File: src/rtl/core/fft_pkg.sv
// shared types, constants and field widths of the first-fit free extent table
package fft_pkg;

	localparam int DEF_TABLE_DEPTH  = 64;
	localparam int DEF_OFFSET_WIDTH = 32;

	localparam int LEN_W     = 16;
	localparam int XOFF_W    = 32;
	localparam int XSIZE_W   = 17;
	localparam int SIZE_W    = 32;
	localparam int NEED_W    = 17;
	localparam int STATUS_W  = 3;
	localparam int POS_W     = 32;
	localparam int S_TDATA_W = 72;
	localparam int M_TDATA_W = 40;

	localparam int HDR_BYTES    = 4;
	localparam int MIN_LEFTOVER = 5;

	typedef enum logic [STATUS_W-1:0] {
		STAT_EXACT   = 3'd0,
		STAT_SPLIT   = 3'd1,
		STAT_APPEND  = 3'd2,
		STAT_NEWFREE = 3'd3,
		STAT_MERGED  = 3'd4,
		STAT_MISSING = 3'd5,
		STAT_FULL    = 3'd6
	} status_t;

	typedef enum logic {
		ALU_ADD = 1'b0,
		ALU_SUB = 1'b1
	} alu_op_t;

endpackage

File: src/rtl/core/fft_ram.sv
// generic simple dual-port ram with registered read
module fft_ram #(
	parameter int WIDTH = 64,
	parameter int DEPTH = 64
) (
	input  logic                     clk,
	input  logic                     we,
	input  logic [$clog2(DEPTH)-1:0] waddr,
	input  logic [WIDTH-1:0]         wdata,
	input  logic                     re,
	input  logic [$clog2(DEPTH)-1:0] raddr,
	output logic [WIDTH-1:0]         rdata
);

	logic [WIDTH-1:0] mem_q [DEPTH];

	always_ff @(posedge clk) begin
		if (we) begin
			mem_q[waddr] <= wdata;
		end
		if (re) begin
			rdata <= mem_q[raddr];
		end
	end

endmodule

File: src/rtl/core/fft_alu.sv
// shared add / subtract unit, result carries one extra bit (carry or borrow)
module fft_alu #(
	parameter int AW = 32
) (
	input  fft_pkg::alu_op_t op,
	input  logic [AW-1:0]    a,
	input  logic [AW-1:0]    b,
	output logic [AW:0]      res
);

	always_comb begin
		case (op)
			fft_pkg::ALU_ADD: res = {1'b0, a} + {1'b0, b};
			fft_pkg::ALU_SUB: res = {1'b0, a} - {1'b0, b};
			default:          res = '0;
		endcase
	end

endmodule

File: src/rtl/core/first_fit_free_extent_table.sv
// first-fit free extent table: allocate with exact fit / split / append, free with merge or a new free entry
// one transfer in flight: the table ram has one read and one write port, which sets the rate
// the next transfer is taken once the sequencer is idle, the result may still wait on m_axis
// arst_n clears the sequencer, entry count and end pointer; table contents stay unset
module first_fit_free_extent_table #(
	parameter int TABLE_DEPTH  = fft_pkg::DEF_TABLE_DEPTH,
	parameter int OFFSET_WIDTH = fft_pkg::DEF_OFFSET_WIDTH
) (
	input  logic                            clk,
	input  logic                            arst_n,
	input  logic                            s_axis_tvalid,
	output logic                            s_axis_tready,
	// record_length, extent_offset, extent_size, next_is_free, zero fill
	input  logic [fft_pkg::S_TDATA_W-1:0]   s_axis_tdata,
	// mode
	input  logic                            s_axis_tuser,
	output logic                            m_axis_tvalid,
	input  logic                            m_axis_tready,
	// status, position, zero fill
	output logic [fft_pkg::M_TDATA_W-1:0]   m_axis_tdata
);

	localparam int IW = $clog2(TABLE_DEPTH);
	localparam int CW = $clog2(TABLE_DEPTH + 1);
	localparam int OW = OFFSET_WIDTH;
	localparam int EW = OFFSET_WIDTH + fft_pkg::SIZE_W;
	localparam int AW = (OFFSET_WIDTH > fft_pkg::SIZE_W) ? OFFSET_WIDTH : fft_pkg::SIZE_W;

	typedef enum logic [8:0] {
		S_IDLE    = 9'b000000001,
		S_PREP    = 9'b000000010,
		S_SCAN    = 9'b000000100,
		S_SHIFT   = 9'b000001000,
		S_SPLIT   = 9'b000010000,
		S_APPEND  = 9'b000100000,
		S_MERGE   = 9'b001000000,
		S_NEWFREE = 9'b010000000,
		S_DONE    = 9'b100000000
	} state_t;

	state_t state_q;

	// request fields
	logic                              free_q;
	logic [fft_pkg::NEED_W-1:0]        need_q;
	logic [OW-1:0]                     off_in_q;
	logic [fft_pkg::XSIZE_W-1:0]       size_in_q;
	logic [OW-1:0]                     target_q;

	// table control
	logic [CW-1:0]                     count_q;
	logic [OW-1:0]                     end_q;
	logic [CW-1:0]                     idx_q;
	logic                              chk_q;
	logic [IW-1:0]                     chk_idx_q;
	logic [IW-1:0]                     hit_idx_q;
	logic [OW-1:0]                     offset_q;
	logic [fft_pkg::SIZE_W-1:0]        size_q;

	// result
	fft_pkg::status_t                  status_q;
	logic [fft_pkg::POS_W-1:0]         pos_q;
	logic                              out_valid_q;
	fft_pkg::status_t                  out_status_q;
	logic [fft_pkg::POS_W-1:0]         out_pos_q;

	// ram ports
	logic                              ram_we;
	logic [IW-1:0]                     ram_waddr;
	logic [EW-1:0]                     ram_wdata;
	logic                              ram_re;
	logic [IW-1:0]                     ram_raddr;
	logic [EW-1:0]                     ram_rdata;
	logic [OW-1:0]                     rd_off;
	logic [fft_pkg::SIZE_W-1:0]        rd_size;

	// shared unit
	fft_pkg::alu_op_t                  alu_op;
	logic [AW-1:0]                     alu_a;
	logic [AW-1:0]                     alu_b;
	logic [AW:0]                       alu_res;
	logic                              alu_borrow;
	logic                              alu_zero;
	logic                              fit_exact;
	logic                              fit_split;
	logic                              scan_hit;
	logic                              more;
	logic [AW-1:0]                     off_ext;

	logic                              in_fire;
	logic [fft_pkg::LEN_W-1:0]         in_len;
	logic [fft_pkg::XOFF_W-1:0]        in_off;
	logic [fft_pkg::XSIZE_W-1:0]       in_size;
	logic                              in_next_free;

	assign in_len       = s_axis_tdata[15:0];
	assign in_off       = s_axis_tdata[47:16];
	assign in_size      = s_axis_tdata[64:48];
	assign in_next_free = s_axis_tdata[65];

	assign s_axis_tready = (state_q == S_IDLE);
	assign in_fire       = s_axis_tvalid && s_axis_tready;

	assign rd_off  = ram_rdata[EW-1:fft_pkg::SIZE_W];
	assign rd_size = ram_rdata[fft_pkg::SIZE_W-1:0];
	assign more    = (idx_q < count_q);

	fft_ram #(
		.WIDTH(EW),
		.DEPTH(TABLE_DEPTH)
	) u_ram (
		.clk  (clk),
		.we   (ram_we),
		.waddr(ram_waddr),
		.wdata(ram_wdata),
		.re   (ram_re),
		.raddr(ram_raddr),
		.rdata(ram_rdata)
	);

	fft_alu #(
		.AW(AW)
	) u_alu (
		.op (alu_op),
		.a  (alu_a),
		.b  (alu_b),
		.res(alu_res)
	);

	// operand selection for the shared unit
	always_comb begin
		alu_op = fft_pkg::ALU_ADD;
		alu_a  = '0;
		alu_b  = '0;
		case (state_q)
			S_PREP: begin
				alu_a = AW'(off_in_q);
				alu_b = AW'(size_in_q);
			end
			S_SCAN: begin
				alu_op = fft_pkg::ALU_SUB;
				if (free_q) begin
					alu_a = AW'(rd_off);
					alu_b = AW'(target_q);
				end else begin
					alu_a = AW'(rd_size);
					alu_b = AW'(need_q);
				end
			end
			S_SPLIT: begin
				alu_a = AW'(offset_q);
				alu_b = AW'(need_q);
			end
			S_APPEND: begin
				alu_a = AW'(end_q);
				alu_b = AW'(need_q);
			end
			S_MERGE: begin
				alu_a = AW'(size_q);
				alu_b = AW'(size_in_q);
			end
			default: begin
				alu_op = fft_pkg::ALU_ADD;
			end
		endcase
	end

	assign alu_borrow = alu_res[AW];
	assign alu_zero   = (alu_res[AW-1:0] == '0);
	assign fit_exact  = !alu_borrow && alu_zero;
	// leftover of one to five bytes is too small to keep
	assign fit_split  = !alu_borrow && (alu_res[AW-1:0] > AW'(fft_pkg::MIN_LEFTOVER));
	assign scan_hit   = chk_q && (free_q ? fit_exact : (fit_exact || fit_split));
	assign off_ext    = AW'(rd_off);

	// ram access per state
	always_comb begin
		ram_we    = 1'b0;
		ram_waddr = chk_idx_q;
		ram_wdata = ram_rdata;
		ram_re    = 1'b0;
		ram_raddr = idx_q[IW-1:0];
		case (state_q)
			S_SCAN: begin
				ram_re = more && !scan_hit;
			end
			S_SHIFT: begin
				ram_re    = more;
				ram_we    = chk_q;
				ram_waddr = chk_idx_q - IW'(1);
			end
			S_SPLIT: begin
				ram_we    = 1'b1;
				ram_waddr = hit_idx_q;
				ram_wdata = {alu_res[OW-1:0], size_q};
			end
			S_MERGE: begin
				ram_we    = 1'b1;
				ram_waddr = hit_idx_q;
				ram_wdata = {off_in_q, alu_res[fft_pkg::SIZE_W-1:0]};
			end
			S_NEWFREE: begin
				ram_we    = (count_q != CW'(TABLE_DEPTH));
				ram_waddr = count_q[IW-1:0];
				ram_wdata = {off_in_q, fft_pkg::SIZE_W'(size_in_q)};
			end
			default: begin
				ram_we = 1'b0;
			end
		endcase
	end

	// request fields, no reset needed
	always_ff @(posedge clk) begin
		if (in_fire) begin
			free_q    <= s_axis_tuser;
			need_q    <= {1'b0, in_len} + fft_pkg::NEED_W'(fft_pkg::HDR_BYTES);
			off_in_q  <= OW'(in_off);
			size_in_q <= in_size;
		end
		if (state_q == S_PREP) begin
			target_q <= alu_res[OW-1:0];
		end
		if (state_q == S_SCAN && scan_hit) begin
			hit_idx_q <= chk_idx_q;
			offset_q  <= rd_off;
			size_q    <= free_q ? rd_size : alu_res[fft_pkg::SIZE_W-1:0];
		end
		if ((state_q == S_SCAN && !scan_hit && more) || (state_q == S_SHIFT && more)) begin
			chk_idx_q <= idx_q[IW-1:0];
		end
	end

	always_ff @(posedge clk or negedge arst_n) begin
		if (!arst_n) begin
			state_q      <= S_IDLE;
			count_q      <= '0;
			end_q        <= '0;
			idx_q        <= '0;
			chk_q        <= 1'b0;
			status_q     <= fft_pkg::STAT_EXACT;
			pos_q        <= '0;
			out_valid_q  <= 1'b0;
			out_status_q <= fft_pkg::STAT_EXACT;
			out_pos_q    <= '0;
		end else begin
			if (out_valid_q && m_axis_tready && state_q != S_DONE) begin
				out_valid_q <= 1'b0;
			end
			case (state_q)
				S_IDLE: begin
					idx_q <= '0;
					chk_q <= 1'b0;
					pos_q <= '0;
					if (in_fire) begin
						if (!s_axis_tuser) begin
							state_q <= S_SCAN;
						end else if (in_next_free) begin
							state_q <= S_PREP;
						end else begin
							state_q <= S_NEWFREE;
						end
					end
				end
				S_PREP: begin
					state_q <= S_SCAN;
				end
				S_SCAN: begin
					if (scan_hit) begin
						chk_q <= 1'b0;
						idx_q <= CW'(chk_idx_q) + CW'(1);
						pos_q <= off_ext[fft_pkg::POS_W-1:0];
						if (free_q) begin
							state_q <= S_MERGE;
						end else if (fit_exact) begin
							status_q <= fft_pkg::STAT_EXACT;
							state_q  <= S_SHIFT;
						end else begin
							status_q <= fft_pkg::STAT_SPLIT;
							state_q  <= S_SPLIT;
						end
					end else if (more) begin
						chk_q <= 1'b1;
						idx_q <= idx_q + CW'(1);
					end else begin
						chk_q <= 1'b0;
						if (free_q) begin
							status_q <= fft_pkg::STAT_MISSING;
							state_q  <= S_DONE;
						end else begin
							state_q <= S_APPEND;
						end
					end
				end
				S_SHIFT: begin
					// entries behind the removed one move up by one place
					if (more) begin
						chk_q <= 1'b1;
						idx_q <= idx_q + CW'(1);
					end else begin
						chk_q <= 1'b0;
						if (!chk_q) begin
							count_q <= count_q - CW'(1);
							state_q <= S_DONE;
						end
					end
				end
				S_SPLIT: begin
					state_q <= S_DONE;
				end
				S_APPEND: begin
					end_q    <= alu_res[OW-1:0];
					pos_q    <= alu_a[fft_pkg::POS_W-1:0];
					status_q <= fft_pkg::STAT_APPEND;
					state_q  <= S_DONE;
				end
				S_MERGE: begin
					pos_q    <= '0;
					status_q <= fft_pkg::STAT_MERGED;
					state_q  <= S_DONE;
				end
				S_NEWFREE: begin
					if (count_q == CW'(TABLE_DEPTH)) begin
						status_q <= fft_pkg::STAT_FULL;
					end else begin
						count_q  <= count_q + CW'(1);
						status_q <= fft_pkg::STAT_NEWFREE;
					end
					state_q <= S_DONE;
				end
				S_DONE: begin
					if (!out_valid_q || m_axis_tready) begin
						out_valid_q  <= 1'b1;
						out_status_q <= status_q;
						out_pos_q    <= pos_q;
						state_q      <= S_IDLE;
					end
				end
				default: begin
					state_q <= S_IDLE;
				end
			endcase
		end
	end

	assign m_axis_tvalid = out_valid_q;
	assign m_axis_tdata  = {5'b0, out_pos_q, out_status_q};

endmodule

File: config.mk
export PLATFORM = sky130hd
export DESIGN_NAME = first_fit_free_extent_table
export DESIGN_NICKNAME = d
export VERILOG_FILES = /design/src/rtl/core/fft_pkg.sv /design/src/rtl/core/fft_ram.sv /design/src/rtl/core/fft_alu.sv /design/src/rtl/core/first_fit_free_extent_table.sv
export SDC_FILE = /design/constraint.sdc
export NUM_CORES = 2
export LEC_CHECK = 0
export BUFFER_PORTS_ARGS = -buffer_cell sky130_fd_sc_hd__clkbuf_2
export CAP_MARGIN = 15
export CORE_MARGIN = 5
export CORE_UTILIZATION = 65
export DETAILED_ROUTE_END_ITERATION = 12
export PLACE_DENSITY_LB_ADDON = 0.1
export SLEW_MARGIN = 20
export SYNTH_ARGS = -nofsm -noshare
export SYNTH_HDL_FRONTEND = slang
export SYNTH_SLANG_ARGS = --single-unit
File: constraint.sdc
create_clock -name clk -period 17.2 [get_ports clk]
set_clock_uncertainty 0.05 [all_clocks]
set_input_delay 0 -clock clk [delete_from_list [all_inputs] [get_ports clk]]
set_output_delay 0 -clock clk [all_outputs]
set_load 0.01 [all_outputs]
# == After elaboration in Yosys (flattened, before gate mapping) ==
# Memory sizes are Yosys's and may differ from the RTL's. A register that Yosys moved wholly into a read port is not among the register bits.
# Index checks and enable logic that the tools add are counted.
# totals
reg_bits,302
output_inout_bits,42
ram_bits,4096
memories,1
# classes
n_reduce_logical,32
mux,48
bitwise_logic,1
n_addsub,8
n_eq_ne,21
magnitude_cmp,2
# memory_table
memory,words,word_bits,rd,rd_clocked_by_memory_dff,wr,line,source
u_ram.mem_q,64,64,1,1,1,fft_ram.sv:15,logic [WIDTH-1:0] mem_q [DEPTH];
# op_table
cell,count
32-bit case mux with 3 select lines,2
64-bit case mux with 3 select lines,1
32-bit case mux with 5 select lines,1
32-bit two-way mux,4
33-bit case mux with 2 select lines,1
9-bit two-way mux,7
9-bit case mux with 6 select lines,1
7-bit two-way mux,6
32-bit by 32-bit adder with 33-bit output,1
32-bit by 32-bit subtractor with 33-bit output,1
"32-bit by 3-bit > comparator with 1-bit output, second input constant",1
32-bit logical NOT,1
7-bit case mux with 3 select lines,1
6-bit case mux with 3 select lines,1
"16-bit by 3-bit adder with 17-bit output, second input constant",1
8-bit two-way mux,2
3-bit two-way mux,5
"7-bit by 1-bit adder with 7-bit output, second input constant",2
7-bit case mux with 2 select lines,1
3-bit case mux with 4 select lines,1
1-bit logical AND,11
1-bit two-way mux,10
"2-bit != test, second input constant",5
"9-bit by 1-bit == test with 1-bit output, second input constant",1
31 further kinds,44

# == Longest topological paths before layout ==
# logic_depth
depth_word,14
mapped_depth,30
depth_no_buf,25

# == By module ==
# Synthesis repeated with hierarchy kept, for this count alone.
# unflattened
cells_unflattened,8243
area_unflattened_um2,174747.6
# modules_own_cells
module,area_per_inst_um2,seq_area_each_um2,cells_each,instances
fft_ram,156989.3,124919.8,6598,1
first_fit_free_extent_table,15175.8,8434.3,1272,1
fft_alu,2582.5,0.0,373,1

# == Worst setup path after synthesis ==
# Ideal clock, no wire load.
# synth_timing
path_kind,flip-flop to flip-flop
start,reg state_q[0]
end,reg idx_q[4]
setup_slack_ns,7.236
path_stages_with_launch,23
synth_period_minus_slack_ns,9.964
arrival_ns,9.833
required_time_ns,17.069
path_buffers,3
path_cell_list,dfstp_2 > buf_4 > or4_4 > or4_1 > nor3b_1 > clkbuf_1 > a21oi_1 > nand4_1 > inv_1 > fa_1 > nand2b_1 > a21oi_1 > o21ai_1 > a31oi_1 > a31oi_1 > or4_1 > a2111oi_2 > and4_1 > o211ai_2 > buf_4 > nor2_1 > a22oi_1 > nand2_1
# synth_via
elab_chain_len,12
elab_cells_between_ends,27
cone_classes,add/sub (2); order compare (1); eq/ne (7); mux (7); bitwise (1); reduce/logical (9)
# synth_lines
item,line,source
start: declaration,first_fit_free_extent_table.sv:41,state_t state_q;
start signal: assignment,first_fit_free_extent_table.sv:236,state_q <= S_IDLE;
start signal: assignment,first_fit_free_extent_table.sv:257,state_q <= S_SCAN;
start signal: assignment,first_fit_free_extent_table.sv:259,state_q <= S_PREP;
9-bit by 2-bit == test with 1-bit output (tied with other cells),first_fit_free_extent_table.sv:135,case (state_q)
2-bit OR reduction (no source line),--,
32-bit case mux with 3 select lines,first_fit_free_extent_table.sv:135,
32-bit by 32-bit subtractor with 33-bit output or 32-bit by 32-bit adder with 33-bit output (tied branches),"fft_alu.sv:14, fft_alu.sv:13",
33-bit case mux with 2 select lines,fft_alu.sv:12,case (op)
32-bit by 3-bit > comparator with 1-bit output (tied with other cells),first_fit_free_extent_table.sv:172,assign fit_split = !alu_borrow && (alu_res[AW-1:0] > AW'(fft_pkg::MIN_LEFTOVER));
"1-bit logical AND, on equally long branches","first_fit_free_extent_table.sv:172, first_fit_free_extent_table.sv:170",
1-bit logical OR,first_fit_free_extent_table.sv:173,assign scan_hit = chk_q && (free_q ? fit_exact : (fit_exact || fit_split));
1-bit two-way mux,first_fit_free_extent_table.sv:173,
1-bit logical AND,first_fit_free_extent_table.sv:173,
7-bit two-way mux,first_fit_free_extent_table.sv:269,if (scan_hit) begin
7-bit case mux with 3 select lines,first_fit_free_extent_table.sv:250,case (state_q)
end signal: assignment,first_fit_free_extent_table.sv:271,idx_q <= CW'(chk_idx_q) + CW'(1);
end signal: assignment,first_fit_free_extent_table.sv:284,idx_q <= idx_q + CW'(1);
end signal: assignment,first_fit_free_extent_table.sv:299,idx_q <= idx_q + CW'(1);
end: declaration,first_fit_free_extent_table.sv:53,logic [CW-1:0] idx_q;
# Several ways; a longest one is shown, not always the timed one.
# A chain may end at the register's enable or synchronous reset.

# == Worst setup path in the final report ==
# layout_timing
start,reg free_q
end,reg u_ram.rdata[47] (read register of u_ram.mem_q) (enable)
# layout_via
elab_chain_len,12
elab_cells_between_ends,18
cone_classes,add/sub (2); order compare (1); mux (7); reduce/logical (8)
# layout_lines
item,line,source
start: declaration,first_fit_free_extent_table.sv:44,logic free_q;
start signal: assignment,first_fit_free_extent_table.sv:216,free_q <= s_axis_tuser;
32-bit two-way mux,first_fit_free_extent_table.sv:142,if (free_q) begin
32-bit case mux with 5 select lines or 32-bit case mux with 3 select lines (tied branches),first_fit_free_extent_table.sv:135,
32-bit by 32-bit subtractor with 33-bit output or 32-bit by 32-bit adder with 33-bit output (tied branches),"fft_alu.sv:14, fft_alu.sv:13",
33-bit case mux with 2 select lines *,fft_alu.sv:12,
named net alu_res[16],first_fit_free_extent_table.sv:81,logic [AW:0] alu_res;
32-bit by 3-bit > comparator with 1-bit output or 32-bit logical NOT (tied branches),"first_fit_free_extent_table.sv:172, first_fit_free_extent_table.sv:169",
"1-bit logical AND, on equally long branches","first_fit_free_extent_table.sv:172, first_fit_free_extent_table.sv:170",
1-bit logical OR,first_fit_free_extent_table.sv:173,
1-bit two-way mux *,first_fit_free_extent_table.sv:173,
1-bit logical AND *,first_fit_free_extent_table.sv:173,
1-bit logical NOT *,first_fit_free_extent_table.sv:185,ram_re = more && !scan_hit;
1-bit logical AND *,first_fit_free_extent_table.sv:185,
1-bit case mux with 2 select lines *,first_fit_free_extent_table.sv:183,case (state_q)
named net ram_re,first_fit_free_extent_table.sv:71,logic ram_re;
end: declaration,fft_ram.sv:12,output logic [WIDTH-1:0] rdata
# Mark *: on every way through the listed nets, which the timed path passes. The rest lies on a longest branch.

==> flow_summary.json <==
{
  "status": "completed",
  "synth_most_common_cell": "edfxtp_1",
  "cts_buffers": 433,
  "p_leak_uw": 0.0609,
  "cts_resized": 0,
  "ys.flop_type": "edfxtp_1",
  "synth-edff-count": 4335,
  "rows": 190,
  "regMostFlops": "u_ram.mem_q",
  "rsz0062_at_grt": "no",
  "cts_max_level": 5,
  "grt_max_degree": 150,
  "io_buffer_count": 107,
  "reg2reg_from": "free_q",
  "fillers": 14400,
  "p_sw_frac": 0.279,
  "vias_per_cell": 7.41,
  "cts_setup_buffers": 0,
  "largest_reg_flops": 4096,
  "fmaxAchievable_ghz": 0.103,
  "synthArstFlopShare": 0.0285,
  "top_level_ports": 119,
  "setup_viol": 0,
  "largest_registers": "u_ram.mem_q x4096, u_ram.rdata x64",
  "antenna_found_initial": 19,
  "tightest_slew_ns": 1.24,
  "root_buffer": "clkbuf_16",
  "multiInputGateArea_mm2": 0.0401,
  "vias": 90000,
  "syn_to_final_growth_pct": 13.0,
  "clkPwrFrac": 0.336,
  "routed_wl_um": 502000,
  "ys_top_cells_by_area": "edfxtp_1, mux4_2, dfrtp_1",
  "die_h_um": 528,
  "power.internal_uw": 20500,
  "grt_util_all_layers": 0.364,
  "clkSlewWorstSetupHoldPaths_ns": 0.06,
  "initial_core_util": 0.651,
  "dieArea_mm2": 0.278,
  "startpoint_type": "register",
  "drc": 0,
  "cts_buffer_depth": 4,
  "end_kind": "register",
  "ys_ff_latch": 4462,
  "path_class": "reg -> reg",
  "drt_iter0_drc": 15600,
  "yosysTopAreaCellShare": 0.747,
  "final_layout_size_suffix_gt1_frac": 0.301,
  "die_w_um": 528,
  "seqPwrFrac": 0.453,
  "finalSetupTns_ns": 0,
  "first_pass_iters": 10,
  "cts_hold_buf": 156,
  "synth_warnings": 0,
  "overflow": 0,
  "startpoint": "free_q",
  "cp.arrival_ns": 10.19,
  "coreArea_mm2": 0.267,
  "yosys-top-cells-count": "edfxtp_1, mux4_2, clkbuf_1",
  "finalNetCount": 8353,
  "synth.distinct_cells": 80,
  "wl_per_cell_um": 41.3,
  "maxCapViolCount": 0,
  "cts.sinks": 4462,
  "slew_headroom": 0.174,
  "routabilityCongestion": 0.969,
  "slew_viol_final": 0,
  "place_inst": 11200,
  "switchingPower_uw": 7900,
  "clk_latency_ns": 0.99,
  "cts_tree": "built",
  "hp-class": "in -> async",
  "grt_pass1_vias": 89000,
  "post-route-period-util": 0.562,
  "required_ns": 17.72,
  "syn_avg_cell_area_um2": 22.8,
  "design_area_mm2": 0.197,
  "path_max_fanout": 77,
  "synthCells": 7655,
  "fin_cells": 12100,
  "post-route-util": 0.736,
  "synth_area_leader_cell": "edfxtp_1",
  "register_area_mm2": 0.133,
  "combPwrFrac": 0.212,
  "synth.yosys.seq_area_share": 0.766,
  "power_density_mw_per_mm2": 144,
  "vdd_drop_max_v": 0.000134,
  "syn_area_mm2": 0.174,
  "grt_first_pass_wirelength_um": 698000,
  "period_minus_slack_ns": 9.67,
  "hpwlAfterDp_um": 259000,
  "final_hold_viol_count": 0,
  "antenna_left": 0,
  "placed_area_mm2": 0.181
}
[worst paths after layout]
path	end	slack, ns	cells past startpoint
max	u_ram.rdata[47]	7.53	25
min reg2reg	end_q[1]	0.44	2
max in group asynchronous	idx_q[0]	16.22	4
max reg2reg	u_ram.rdata[47]	7.53	25
min in group clk	need_q[7]	0.14	4
min	pos_q[28]	0.11	4
[placed cells by master, fill, tap and decap left out, types with 21 or more instances in the layout]
master         instances
o21ai_0              118
a222oi_1              36
inv_1                 59
a22oi_1              108
nor2_4                66
clkinv_2              84
bufinv_16             50
dlygate4sd3_1        155
clkbuf_1              88
o21ai_4               40
clkbuf_2             106
edfxtp_1            4335
buf_4                265
nand3_1               32
ha_1                  53
mux4_2              1344
nand2_1              216
and2_1                21
dfrtp_1              120
nor2_1               135
a21oi_1              115
xnor2_1               40
mux2_2                71
clkbuf_16            442
clkinv_1              90
nor3_1                21
xor2_1                22
[final cells by class]
type                    instances  area share
clock inverters               255      0.0135
well taps                    3552      0.0226
multi-input cells            2719       0.204
clock buffers                 538      0.0584
diodes                         12    0.000153
flip-flops and latches       4462       0.678
repair buffers                546      0.0229
inverters                      59     0.00113
[through the flow]
stage	hold WS (ns)	power, uW	setup WS [ns]
floorplan	-0.346	17000	7.24
global placement	-0.0345	18800	7.38
detailed placement	-0.0306	18900	7.80
CTS	0.0309	28300	7.84
global route	0.122	29300	7.28
finish	0.113	28400	7.53
[cells by family after synthesis]
| family | after synthesis | share of synthesized area |
|---|---|---|
| and+or+nand+nor | 602 | 0.0157 |
| buffers and inverters | 478 | 0.0108 |
| DFF | 4462 | 0.766 |
| other | 1 | 0.0000215 |
| muxes | 1422 | 0.179 |
| adders and majority gates | 55 | 0.00404 |
| AOI/OAI and AO/OA | 572 | 0.0215 |
| xor gates and xnor gates | 63 | 0.00328 |
[metal layers]
metal | GRT usage | up-vias | share of wire
li1 | - | 33800 | -
met1 | 0.516 | 47500 | 0.35
met2 | 0.557 | 7356 | 0.47
met3 | 0.0947 | 1277 | 0.13
met4 | 0.146 | 6 | 0.050
met5 | 0 | - | 0.000062
[critical path: stages (launching register included)]
cell,delay [ns]
edfxtp_1,0.33
buf_4,0.75
nor2_1,0.09
nand2_1,0.13
o22ai_2,0.30
a221oi_1,0.74
nand4b_1,0.38
or2_2,0.46
nor4_1,0.60
nor2_1,0.12
xnor2_1,0.18
ha_1,0.44
nand4_1,0.23
a211oi_1,0.07
o21ai_1,0.34
o211ai_1,0.21
xnor2_1,0.74
inv_1,0.20
nor4_1,0.65
and4_1,0.36
a41oi_1,0.15
o211ai_2,0.19
buf_4,0.31
a21oi_4,0.14
nor2b_4,0.53
buf_4,0.54
[power groups by stage]
stage	Combinational, uW	Sequential (uW)	Clock, uW
after floorplan	4060	13000	0
final	6000	12800	9520
after CTS	5930	12800	9590
after global placement	5720	13000	0
after detailed placement	5840	13000	0
after global routing	6400	12800	10100
Power figures use the tool's default switching activity.
